--- config.mk ---
export PLATFORM = sky130hd
export DESIGN_NAME = punch_record_parser_top
export DESIGN_NICKNAME = d
export VERILOG_FILES = /design/src/hw/rtl/prp_pkg.sv /design/src/hw/rtl/punch_record_parser_top.sv
export SDC_FILE = /design/constraint.sdc
export NUM_CORES = 2
export LEC_CHECK = 0
export BUFFER_PORTS_ARGS = -buffer_cell sky130_fd_sc_hd__buf_2
export CORE_ASPECT_RATIO = 0.5
export CORE_MARGIN = 2
export CORE_UTILIZATION = 55
export DETAILED_ROUTE_END_ITERATION = 8
export PLACE_DENSITY = 0.72
export SKIP_CTS_REPAIR_TIMING = 1
export SLEW_MARGIN = 20
export SYNTH_ARGS = -nofsm -noshare
export SYNTH_HDL_FRONTEND = slang
export SYNTH_SLANG_ARGS = --single-unit
--- constraint.sdc ---
create_clock -name clk -period 23.8 [get_ports clk]
set_input_delay 4.76 -clock clk [delete_from_list [all_inputs] [get_ports clk]]
set_output_delay 4.76 -clock clk [all_outputs]
set_load 0.005 [all_outputs]
--- src/hw/rtl/prp_pkg.sv ---
`timescale 1ns / 1ps
package prp_pkg;

  // characters with a meaning in the record text
  localparam logic [7:0] CH_NUL   = 8'h00;
  localparam logic [7:0] CH_HASH  = 8'h23;
  localparam logic [7:0] CH_PLUS  = 8'h2B;
  localparam logic [7:0] CH_MINUS = 8'h2D;
  localparam logic [7:0] CH_DOT   = 8'h2E;
  localparam logic [7:0] CH_ZERO  = 8'h30;
  localparam logic [7:0] CH_NINE  = 8'h39;
  localparam logic [7:0] CH_SEMI  = 8'h3B;
  localparam logic [7:0] CH_AT    = 8'h40;

  localparam logic [6:0] TIME_SCALE_RESET = 7'd10;

  typedef struct packed {
    logic [7:0] ch;
    logic       last;
  } prp_in_t;

  typedef struct packed {
    logic [30:0]        code;
    logic signed [31:0] time_res;
    logic signed [31:0] unit;
    logic signed [31:0] origin;
  } prp_out_t;

endpackage

--- src/hw/rtl/punch_record_parser_top.sv ---
`timescale 1ns / 1ps
// Punch record parser: takes the text "code-time[.frac][@unit]...[#origin];" one
// character per request and returns one result per record, closed by ';' or by a
// character flagged last. One character is accepted every cycle unless a finished
// record is held back by out_ready. The closing character is parsed and the record
// frozen into snap_r; from snap_r the time is scaled by time_scale in the single
// 8 x 32 multiplier, saturated and registered in out_r. The user must write
// time_scale only while no record is in flight; the block does not enforce it.
module punch_record_parser_top
  import prp_pkg::*;
(
  input  logic     clk,
  input  logic     rst_n,
  input  logic     in_valid,
  output logic     in_ready,
  input  prp_in_t  in_data,
  output logic     out_valid,
  input  logic     out_ready,
  output prp_out_t out_data,
  input  logic     cfg_valid,
  output logic     cfg_ready,
  input  logic [6:0] cfg_data
);

  typedef enum logic [2:0] {
    PH_CODE   = 3'd0,
    PH_TIME   = 3'd1,
    PH_FRAC   = 3'd2,
    PH_UNIT   = 3'd3,
    PH_ORIGIN = 3'd4,
    PH_DONE   = 3'd5
  } phase_t;

  typedef enum logic [1:0] {
    ARG_SIGN   = 2'd0,
    ARG_DIGITS = 2'd1,
    ARG_SKIP   = 2'd2
  } arg_pos_t;

  typedef enum logic [1:0] {
    TM_ZERO = 2'd0,
    TM_BARE = 2'd1,
    TM_FRAC = 2'd2
  } time_mode_t;

  typedef struct packed {
    phase_t     phase;
    logic [31:0] code_acc;
    logic [31:0] time_acc;
    logic        time_neg;
    logic        time_digits_done;
    logic        time_seen;
    logic [6:0]  frac_value;
    logic [1:0]  frac_count;
    logic [31:0] unit_acc;
    logic        unit_neg;
    logic [31:0] origin_acc;
    logic        origin_neg;
    arg_pos_t    arg_pos;
    time_mode_t  time_mode;
  } rec_t;

  typedef struct packed {
    logic [31:0] acc;
    logic        neg;
    arg_pos_t    pos;
  } arg_t;

  typedef struct packed {
    logic [30:0]        code;
    logic signed [31:0] t;
    logic               minus_one;
    time_mode_t         mode;
    logic [6:0]         frac;
    logic               neg;
    logic signed [31:0] unit;
    logic signed [31:0] origin;
  } snap_t;

  localparam rec_t REC_CLEAR = rec_t'(0);

  function automatic logic is_digit(input logic [7:0] c);
    return (c >= CH_ZERO) && (c <= CH_NINE);
  endfunction

  // decimal accumulate, saturating at all ones
  function automatic logic [31:0] acc_digit(input logic [31:0] acc, input logic [7:0] c);
    logic [35:0] sum;
    sum = {1'b0, acc, 3'b000} + {3'b000, acc, 1'b0} + {32'd0, c[3:0]};
    return (|sum[35:32]) ? 32'hFFFF_FFFF : sum[31:0];
  endfunction

  function automatic logic signed [31:0] signed_of(input logic [31:0] mag, input logic neg);
    logic signed [31:0] r;
    if (neg) begin
      r = mag[31] ? 32'sh8000_0000 : $signed(32'd0 - mag);
    end else begin
      r = mag[31] ? 32'sh7FFF_FFFF : $signed(mag);
    end
    return r;
  endfunction

  function automatic rec_t after_time(input rec_t st, input logic [7:0] c);
    rec_t r;
    r = st;
    r.arg_pos = ARG_SIGN;
    if (c == CH_AT) begin
      r.phase = PH_UNIT;
    end else if (c == CH_HASH) begin
      r.phase = PH_ORIGIN;
    end else if (c == CH_SEMI || c == CH_NUL) begin
      r.phase = PH_DONE;
    end else begin
      r.phase   = PH_UNIT;
      r.arg_pos = ARG_SKIP;
    end
    return r;
  endfunction

  function automatic arg_t arg_char(input arg_pos_t pos, input logic [31:0] acc,
                                    input logic neg, input logic [7:0] c);
    arg_t a;
    a.acc = acc;
    a.neg = neg;
    a.pos = pos;
    case (pos)
      ARG_SIGN: begin
        if (c == CH_MINUS) begin
          a.neg = 1'b1;
          a.pos = ARG_DIGITS;
        end else if (c == CH_PLUS) begin
          a.pos = ARG_DIGITS;
        end else if (is_digit(c)) begin
          a.acc = acc_digit(acc, c);
          a.pos = ARG_DIGITS;
        end else begin
          a.pos = ARG_SKIP;
        end
      end
      ARG_DIGITS: begin
        if (is_digit(c)) a.acc = acc_digit(acc, c);
        else a.pos = ARG_SKIP;
      end
      default: ;
    endcase
    return a;
  endfunction

  // one character of the parse; the time itself is scaled only when the record closes
  function automatic rec_t step(input rec_t st, input logic [7:0] c, input logic [6:0] scale);
    rec_t               r;
    arg_t               a;
    logic               dig;
    logic signed [12:0] v;
    r   = st;
    dig = is_digit(c);
    v   = $signed({5'd0, c}) - 13'sd48;
    if (scale > 7'd10) v = (v <<< 3) + (v <<< 1);
    case (st.phase)
      PH_CODE: begin
        if (dig) begin
          r.code_acc = acc_digit(st.code_acc, c);
        end else if (c == CH_MINUS) begin
          r.phase = PH_TIME;
        end else begin
          r.time_mode = TM_ZERO;
          r = after_time(r, c);
        end
      end
      PH_TIME: begin
        if (dig || c == CH_MINUS) begin
          if (!st.time_seen) begin
            if (c == CH_MINUS) r.time_neg = 1'b1;
            else r.time_acc = acc_digit(st.time_acc, c);
            r.time_seen = 1'b1;
          end else if (c == CH_MINUS) begin
            r.time_digits_done = 1'b1;
          end else if (!st.time_digits_done) begin
            r.time_acc = acc_digit(st.time_acc, c);
          end
        end else if (scale > 7'd1 && c == CH_DOT) begin
          r.phase      = PH_FRAC;
          r.frac_count = 2'd0;
        end else begin
          r.time_mode = TM_BARE;
          r = after_time(r, c);
        end
      end
      PH_FRAC: begin
        if (st.frac_count == 2'd0) begin
          // keep only values that can ever land in range, else zero
          r.frac_value = (v > 13'sd0 && v < 13'sd128) ? v[6:0] : 7'd0;
          if (dig) begin
            r.frac_count = 2'd1;
          end else begin
            r.time_mode = TM_FRAC;
            r = after_time(r, c);
          end
        end else if (st.frac_count == 2'd1) begin
          if (scale >= 7'd100 && dig) r.frac_value = st.frac_value + {3'd0, c[3:0]};
          if (dig) begin
            r.frac_count = 2'd2;
          end else begin
            r.time_mode = TM_FRAC;
            r = after_time(r, c);
          end
        end else if (!dig) begin
          r.time_mode = TM_FRAC;
          r = after_time(r, c);
        end
      end
      PH_UNIT: begin
        if (c == CH_HASH) begin
          r.phase   = PH_ORIGIN;
          r.arg_pos = ARG_SIGN;
        end else if (c == CH_SEMI || c == CH_NUL) begin
          r.phase = PH_DONE;
        end else begin
          a = arg_char(st.arg_pos, st.unit_acc, st.unit_neg, c);
          r.unit_acc = a.acc;
          r.unit_neg = a.neg;
          r.arg_pos  = a.pos;
        end
      end
      PH_ORIGIN: begin
        if (c == CH_SEMI || c == CH_NUL) begin
          r.phase = PH_DONE;
        end else begin
          a = arg_char(st.arg_pos, st.origin_acc, st.origin_neg, c);
          r.origin_acc = a.acc;
          r.origin_neg = a.neg;
          r.arg_pos    = a.pos;
          if (a.pos == ARG_SKIP) r.phase = PH_DONE;
        end
      end
      default: ;
    endcase
    return r;
  endfunction

  logic [6:0] scale_r;
  rec_t       rec_r, rec_nxt;
  rec_t       rec_c, rec_end;
  snap_t      snap_r, snap_nxt;
  logic       snap_v_r;
  prp_out_t   out_r, out_nxt;
  logic       out_v_r;

  logic in_acc, closes, out_adv, snap_adv;

  logic signed [39:0] prod;
  logic signed [40:0] tenth;
  logic signed [40:0] res;
  logic               tenth_ok;

  assign cfg_ready = 1'b1;
  assign out_adv   = !out_v_r || out_ready;
  assign snap_adv  = snap_v_r && out_adv;
  assign in_ready  = !snap_v_r || out_adv;
  assign in_acc    = in_valid && in_ready;
  assign closes    = (in_data.ch == CH_SEMI) || in_data.last;

  // a last character other than ';' runs one NUL through the parser before closing
  always_comb begin
    rec_c   = step(rec_r, in_data.ch, scale_r);
    rec_end = (in_data.ch == CH_SEMI) ? rec_c : step(rec_c, CH_NUL, scale_r);
    rec_nxt = closes ? REC_CLEAR : rec_c;

    snap_nxt.code      = rec_end.code_acc[31] ? 31'h7FFF_FFFF : rec_end.code_acc[30:0];
    snap_nxt.t         = signed_of(rec_end.time_acc, rec_end.time_neg);
    snap_nxt.minus_one = rec_end.time_neg && (rec_end.time_acc == 32'd1);
    snap_nxt.mode      = rec_end.time_mode;
    snap_nxt.frac      = rec_end.frac_value;
    snap_nxt.neg       = rec_end.time_neg;
    snap_nxt.unit      = signed_of(rec_end.unit_acc, rec_end.unit_neg);
    snap_nxt.origin    = signed_of(rec_end.origin_acc, rec_end.origin_neg);
  end

  // by mode: zero, scaled time or -1, or scaled time +/- fraction; saturate
  always_comb begin
    prod     = $signed({1'b0, scale_r}) * snap_r.t;
    tenth    = $signed({34'd0, snap_r.frac});
    tenth_ok = (snap_r.frac != 7'd0) && (snap_r.frac < scale_r);
    case (snap_r.mode)
      TM_ZERO: res = '0;
      TM_BARE: res = snap_r.minus_one ? -41'sd1 : {prod[39], prod};
      TM_FRAC: begin
        if (!tenth_ok) res = {prod[39], prod};
        else if (snap_r.neg) res = {prod[39], prod} - tenth;
        else res = {prod[39], prod} + tenth;
      end
      default: res = '0;
    endcase

    out_nxt.code   = snap_r.code;
    out_nxt.unit   = snap_r.unit;
    out_nxt.origin = snap_r.origin;
    if (!res[40] && (|res[39:31])) out_nxt.time_res = 32'sh7FFF_FFFF;
    else if (res[40] && !(&res[39:31])) out_nxt.time_res = 32'sh8000_0000;
    else out_nxt.time_res = res[31:0];
  end

  always_ff @(posedge clk) begin
    if (!rst_n) begin
      scale_r  <= TIME_SCALE_RESET;
      rec_r    <= REC_CLEAR;
      snap_v_r <= 1'b0;
      out_v_r  <= 1'b0;
    end else begin
      if (cfg_valid && cfg_ready) scale_r <= cfg_data;
      if (in_acc) rec_r <= rec_nxt;
      if (in_acc && closes) snap_v_r <= 1'b1;
      else if (snap_adv) snap_v_r <= 1'b0;
      if (out_adv) out_v_r <= snap_v_r;
    end
    // payload: hold unless advancing
    if (in_acc && closes) snap_r <= snap_nxt;
    if (snap_adv) out_r <= out_nxt;
  end

  assign out_valid = out_v_r;
  assign out_data  = out_r;

endmodule
==> Yosys cells after proc, flatten, opt, wreduce, memory -nomap -nowiden <==
Index checks and enable logic that the tools add are counted.
{ "classes": {"add_sub_neg": 16, "multipliers": 1, "n_lt_le_gt_ge": 10, "eq_ne": 18, "n_mux": 104, "n_reduce_logical": 36} }
{ "ops": {"columns": ["cell", "count"], "rows": [
  ["32-bit two-way mux", 22],
  ["149-bit two-way mux", 4],
  ["146-bit two-way mux", 2],
  ["33-bit case mux with 4 select lines", 2],
  ["79-bit two-way mux", 3],
  ["76-bit case mux with 3 select lines", 1],
  ["77-bit two-way mux", 2],
  ["74-bit two-way mux", 2],
  ["35-bit by 33-bit adder with 36-bit output", 4],
  ["36-bit by 4-bit adder with 36-bit output", 4],
  ["33-bit two-way mux", 4],
  ["32-bit case mux with 2 select lines", 2],
  ["41-bit two-way mux", 3],
  ["114-bit two-way mux", 1],
  ["35-bit two-way mux", 3],
  ["1-bit by 32-bit subtractor with 32-bit output (first input constant)", 3],
  ["31-bit two-way mux", 3],
  ["41-bit case mux with 2 select lines", 1],
  ["40-bit by 8-bit adder with 41-bit output", 1],
  ["40-bit by 8-bit subtractor with 41-bit output", 1],
  ["8-bit by 6-bit == test with 1-bit output (second input constant)", 5],
  ["8-bit by 32-bit multiplier with 40-bit output", 1],
  ["32-bit by 1-bit == test with 1-bit output (second input constant)", 1],
  ["3-bit two-way mux", 10],
  ["39 further kinds", 100]
]} }
{ "word_totals": {"regBits": 423, "input_bits": 21, "out_inout_bits": 130, "word_cells": 214} }

==> Logic depth before layout (Yosys ltp) <==
{ "depth": {"word_depth": 19, "mapped_depth": 34, "ltp_nobuf": 32} }

==> Worst setup path after synthesis <==
Ideal clock, no wire load.
{ "synth_path": {"path_type": "input to register", "start": "input port in_data[3] (netlist name)", "end": "register rec_r[145] (netlist name)", "setup_time_ns": 0.122, "t_arrival_ns": 12.603, "required_time_ns": 23.678, "path_slack_ns": 11.074, "path_stages": 7, "n_path_buf": 1, "cell_sequence": "buf_2 or3_1 nor2_1 nor2_1 nor2_1 nor2b_1 a22o_1"} }
{ "synth_via": {"elab_chain_cells": 6, "elab_cells_between_ends": 14, "cone_classes": "1 x add/sub; 2 x order compare; 2 x eq/ne; 5 x mux; 4 x reduce/logical"} }
{ "synth_lines": {"columns": ["element", "line_no", "rtl"], "rows": [
  ["start: declaration", "punch_record_parser_top.sv:16", "input prp_in_t in_data,"],
  ["36-bit by 4-bit adder with 36-bit output (tied with other cells)", "punch_record_parser_top.sv:89", "sum = {1'b0, acc, 3'b000} + {3'b000, acc, 1'b0} + {32'd0, c[3:0]};"],
  ["4-bit OR reduction / 1-bit logical AND (equally long branches)", "punch_record_parser_top.sv:90, punch_record_parser_top.sv:83", null],
  ["32-bit two-way mux / 1-bit logical OR (equally long branches)", "punch_record_parser_top.sv:90, punch_record_parser_top.sv:171", null],
  ["32-bit two-way mux / 35-bit two-way mux (equally long branches)", "punch_record_parser_top.sv:161, punch_record_parser_top.sv:171", null],
  ["76-bit case mux with 3 select lines", "punch_record_parser_top.sv:159", "case (st.phase)"],
  ["149-bit two-way mux (*)", "punch_record_parser_top.sv:267", "rec_nxt = closes ? REC_CLEAR : rec_c;"],
  ["end signal: assignment", "punch_record_parser_top.sv:311", "if (in_acc) rec_r <= rec_nxt;"],
  ["end: declaration", "punch_record_parser_top.sv:242", "rec_t rec_r, rec_nxt;"]
]} }
Every way passes the cells marked *; elsewhere a longest branch is shown, timed or not.
A chain may end at the register's enable or synchronous reset.

==> impl_metrics.env <==
export IMPL_synthToLayoutAreaGrowth_pct=7.62
export IMPL_cts_buffers_inserted=44
export IMPL_crit_end="out_nxt[56]"
export IMPL_htreeDepth=2
export IMPL_r2r_start="scale_r[4]"
export IMPL_place_hpwl_microns=89200
export IMPL_fp_dieW_microns=391
export IMPL_ys_flop_type="edfxtp_1"
export IMPL_p_per_area_nw_per_um2=54.6
export IMPL_setup_viol=0
export IMPL_tightestPinTransition_ns=1.13
export IMPL_clock_sinks=423
export IMPL_synth_distinct_cells=114
export IMPL_first_pass_iters=6
export IMPL_irDropWorstVdd_v=0.0000401
export IMPL_fin_setup_tns_ns=0
export IMPL_grt_pass1_wl_microns=190000
export IMPL_critPathLaunch="in_data[4]"
export IMPL_fin_crit_ns=10.41
export IMPL_place_congestion=0.996
export IMPL_synth_async_reset_ratio=0
export IMPL_r2r_end="out_data[66]"
export IMPL_fmax_mhz=96.0
export IMPL_finalHoldViolations=0
export IMPL_max_slew_margin_rel=0.242
export IMPL_first_iter_violations=3611
export IMPL_grt_ovfl_total=0
export IMPL_cts_max_path_buffers=3
export IMPL_synth_nets=5348
export IMPL_worst_setup_path_start_kind="input pin"
export IMPL_syn_area_sq_um=41200
export IMPL_fin_cells=5772
export IMPL_port_buffers=149
export IMPL_post_route_drc_count=0
export IMPL_netlist_area_leader_share=0.193
export IMPL_fp_row_count=70
export IMPL_synth_avg_cell_area_sq_um=8.67
export IMPL_rsz0062_at_grt="false"
export IMPL_initial_core_util=0.560
export IMPL_avgRoutedWirePerCell_microns=20.6
export IMPL_vias=36600
export IMPL_cp_common_cell="ha_1"
export IMPL_fin_crit_sh=0.437
export IMPL_cp_depth=17
export IMPL_crit_family="compound AO/OA/AOI/OAI gates"
export IMPL_fin_worst_skew_ns=0.0227
export IMPL_maxSlewViolCount=0
export IMPL_cpPeakStageDelay_ns=0.73
export IMPL_criticalPathCategory="input pin to register"
export IMPL_worst_hold_path_type="register to register"
export IMPL_ys_seq_area_frac=0.270
export IMPL_die_h_microns=197
export IMPL_crit_fanout=18
export IMPL_synth_edf_count=265
export IMPL_reg2reg_slack_ns=14.30
export IMPL_worst_slack_ns=13.39
export IMPL_yosys_top_cells_area="edfxtp_1 19%, ha_1 12%, fa_1 8.6%"
export IMPL_drv_cap=0
export IMPL_io_pins=151
export IMPL_core_area_sq_um=73600
export IMPL_antenna_left=0
export IMPL_synth_largest_area_cell="edfxtp_1"
export IMPL_status="finished, final reports clean"
export IMPL_yosys_warnings=0
export IMPL_reg2regPathDepth=32
export IMPL_slowest_stage="and3_1"
export IMPL_ys_ff_latch=423
export IMPL_pre_cts_slack_ns=12.85
export IMPL_leakage_uw=0.0200
export IMPL_die_area_sq_um=77200
export IMPL_crit_buf_inv=1
export IMPL_dp_cells=5687
export IMPL_fin_nets=5363
export IMPL_critPathCaptureType="register"
export IMPL_cp_data_arrival_time_ns=10.77
export IMPL_cp_required_ns=24.15
export IMPL_grtUsageTotal=0.306
export IMPL_grt_max_degree=95
export IMPL_clock_root_buffer="clkbuf_16"
export IMPL_cts_tree="done"
export IMPL_clk_pin_slew_ns=0.06
export IMPL_grt_pass1_vias=35000
export IMPL_worstPathCellList="buf_2 -> fa_1 -> ha_1 -> a211oi_1 -> o21bai_1 -> a21oi_1 -> o211ai_1 -> a211o_1 -> a221oi_2 -> and3_1 -> o2bb2ai_1 -> ha_1 -> nor3b_1 -> o2111ai_1 -> nor4_1 -> a31oi_1 -> xnor2_1"
export IMPL_insertion_delay_ns=0.62
export IMPL_antenna_found_initial=6
export IMPL_drive_gt1_frac=0.0775
export IMPL_syn_inst=4748
export IMPL_viasPerCell=6.35
export IMPL_drt_total_wl_microns=119000
-- how the worst min path moves through the flow --
| stage | startpoint | end | slack [ns] | cells after the start |
|---|---|---|---|---|
| global route | out_nxt[112] | out_data[112] | 0.42 | 0 |
| floorplan | out_nxt[0] | out_data[0] | 0.40 | 0 |
| detailed placement | out_nxt[38] | out_data[38] | 0.40 | 0 |
| finish | out_nxt[23] | out_data[23] | 0.42 | 0 |
| CTS | out_nxt[55] | out_data[55] | 0.42 | 0 |
| global placement | out_nxt[61] | out_data[61] | 0.40 | 0 |
-- per-layer routing --
layer  wire (microns)  track usage  vias to the layer above
li1                 -            -                    17300
met1            52400        0.425                    17700
met2            54300        0.495                     1471
met3             9600       0.0453                      182
met4             2910       0.0892                        0
met5                0            0                        -
-- cells in the final DEF (no fill, tap or decap), types with 24 or more instances in the layout --
cell type / count
nor2b_1: 108
buf_4: 43
a31oi_1: 69
edfxtp_1: 265
buf_2: 148
and3_1: 28
dfxtp_1: 158
nand4_1: 50
nor2_1: 422
nand3_1: 89
ha_1: 402
or3_1: 40
a21o_1: 104
nand2_1: 340
and2_1: 243
a211oi_1: 66
clkbuf_16: 45
o211ai_1: 38
o21a_1: 58
mux2i_1: 24
o31ai_1: 26
xnor2_1: 135
o22ai_1: 56
o21ai_0: 311
inv_1: 274
a22oi_1: 70
nor3_1: 90
fa_1: 177
a21oi_1: 335
nand2b_1: 34
xor2_1: 95
-- power breakdown --
part	switching (uW)	leakage, uW	total [uW]	internal, uW
clock network	336	0.000753	765	429
registers	11.8	0.00381	817	805
logic	520	0.0154	839	319
total	868	0.0200	2420	1550
-- stage by stage --
step            util  hold slack (ns)  total power, uW  area (sq um)
2_1_floorplan      -            0.400             1460         41200
3_3_place_gp   0.580            0.403             1640         42700
3_5_place_dp   0.580            0.405             1650         42700
4_1_cts        0.602            0.420             2420         44300
5_1_grt        0.602            0.424             2560         44300
6_report       0.602            0.418             2420         44300
-- state kept, by name (all words and copies together) (netlist names) --
signal	count
out_data	127
scale_r	7
snap_r	43
snap_v_r	1
out_nxt	95
rec_r	149
out_valid	1
-- logic make-up after synthesis --
kind of cell    count (synthesis)  synth area share
flops                         423             0.270
xor+xnor                      231            0.0495
simple gates                 1597             0.198
buf+inv                       500            0.0465
compound gates               1393             0.222
fa+ha+maj                     579             0.208
mux                            24           0.00583
other cells                     1         0.0000911
-- layout make-up --
class / instances / area, sq um
Antenna cell: 2 / 5.00
Timing Repair Buffer: 192 / 1090
Inverter: 277 / 1040
Sequential cell: 423 / 11100
Clock inverter: 32 / 399
Clock buffer: 49 / 1170
Fill cell: 6372 / 29300
Tap cell: 972 / 1220
Multi-Input combinational cell: 3825 / 28300
-- Yosys cell counts (22+ instances only) --
library cell and number:
or3_1 40, mux2i_1 24, a22oi_1 70, edfxtp_1 265
nor3_1 91, inv_1 274, o31ai_1 26, clkbuf_1 188
nor2_1 425, xnor2_1 135, xor2_1 95, o22ai_1 56
ha_1 402, a211oi_1 66, nor2b_1 111, nand2_1 341
nor4_1 22, a21o_1 104, nand3_1 89, o211ai_1 38
nand4_1 50, or2_2 22, o21ai_0 312, and2_1 244
and3_1 29, a21oi_1 337, a31oi_1 72, nand2b_1 34
dfxtp_1 158, o21a_1 58, fa_1 177
-- worst register-to-register path: cells and delay by family (launching register included) --
family | cells | cell delay (ns)
compound gates | 13 | 3.83
fa+ha+maj | 6 | 2.84
buf+inv | 5 | 0.84
xor+xnor | 2 | 0.69
simple gates | 6 | 0.66
flops | 1 | 0.34
No activity file was read; power rests on OpenSTA's default activity.
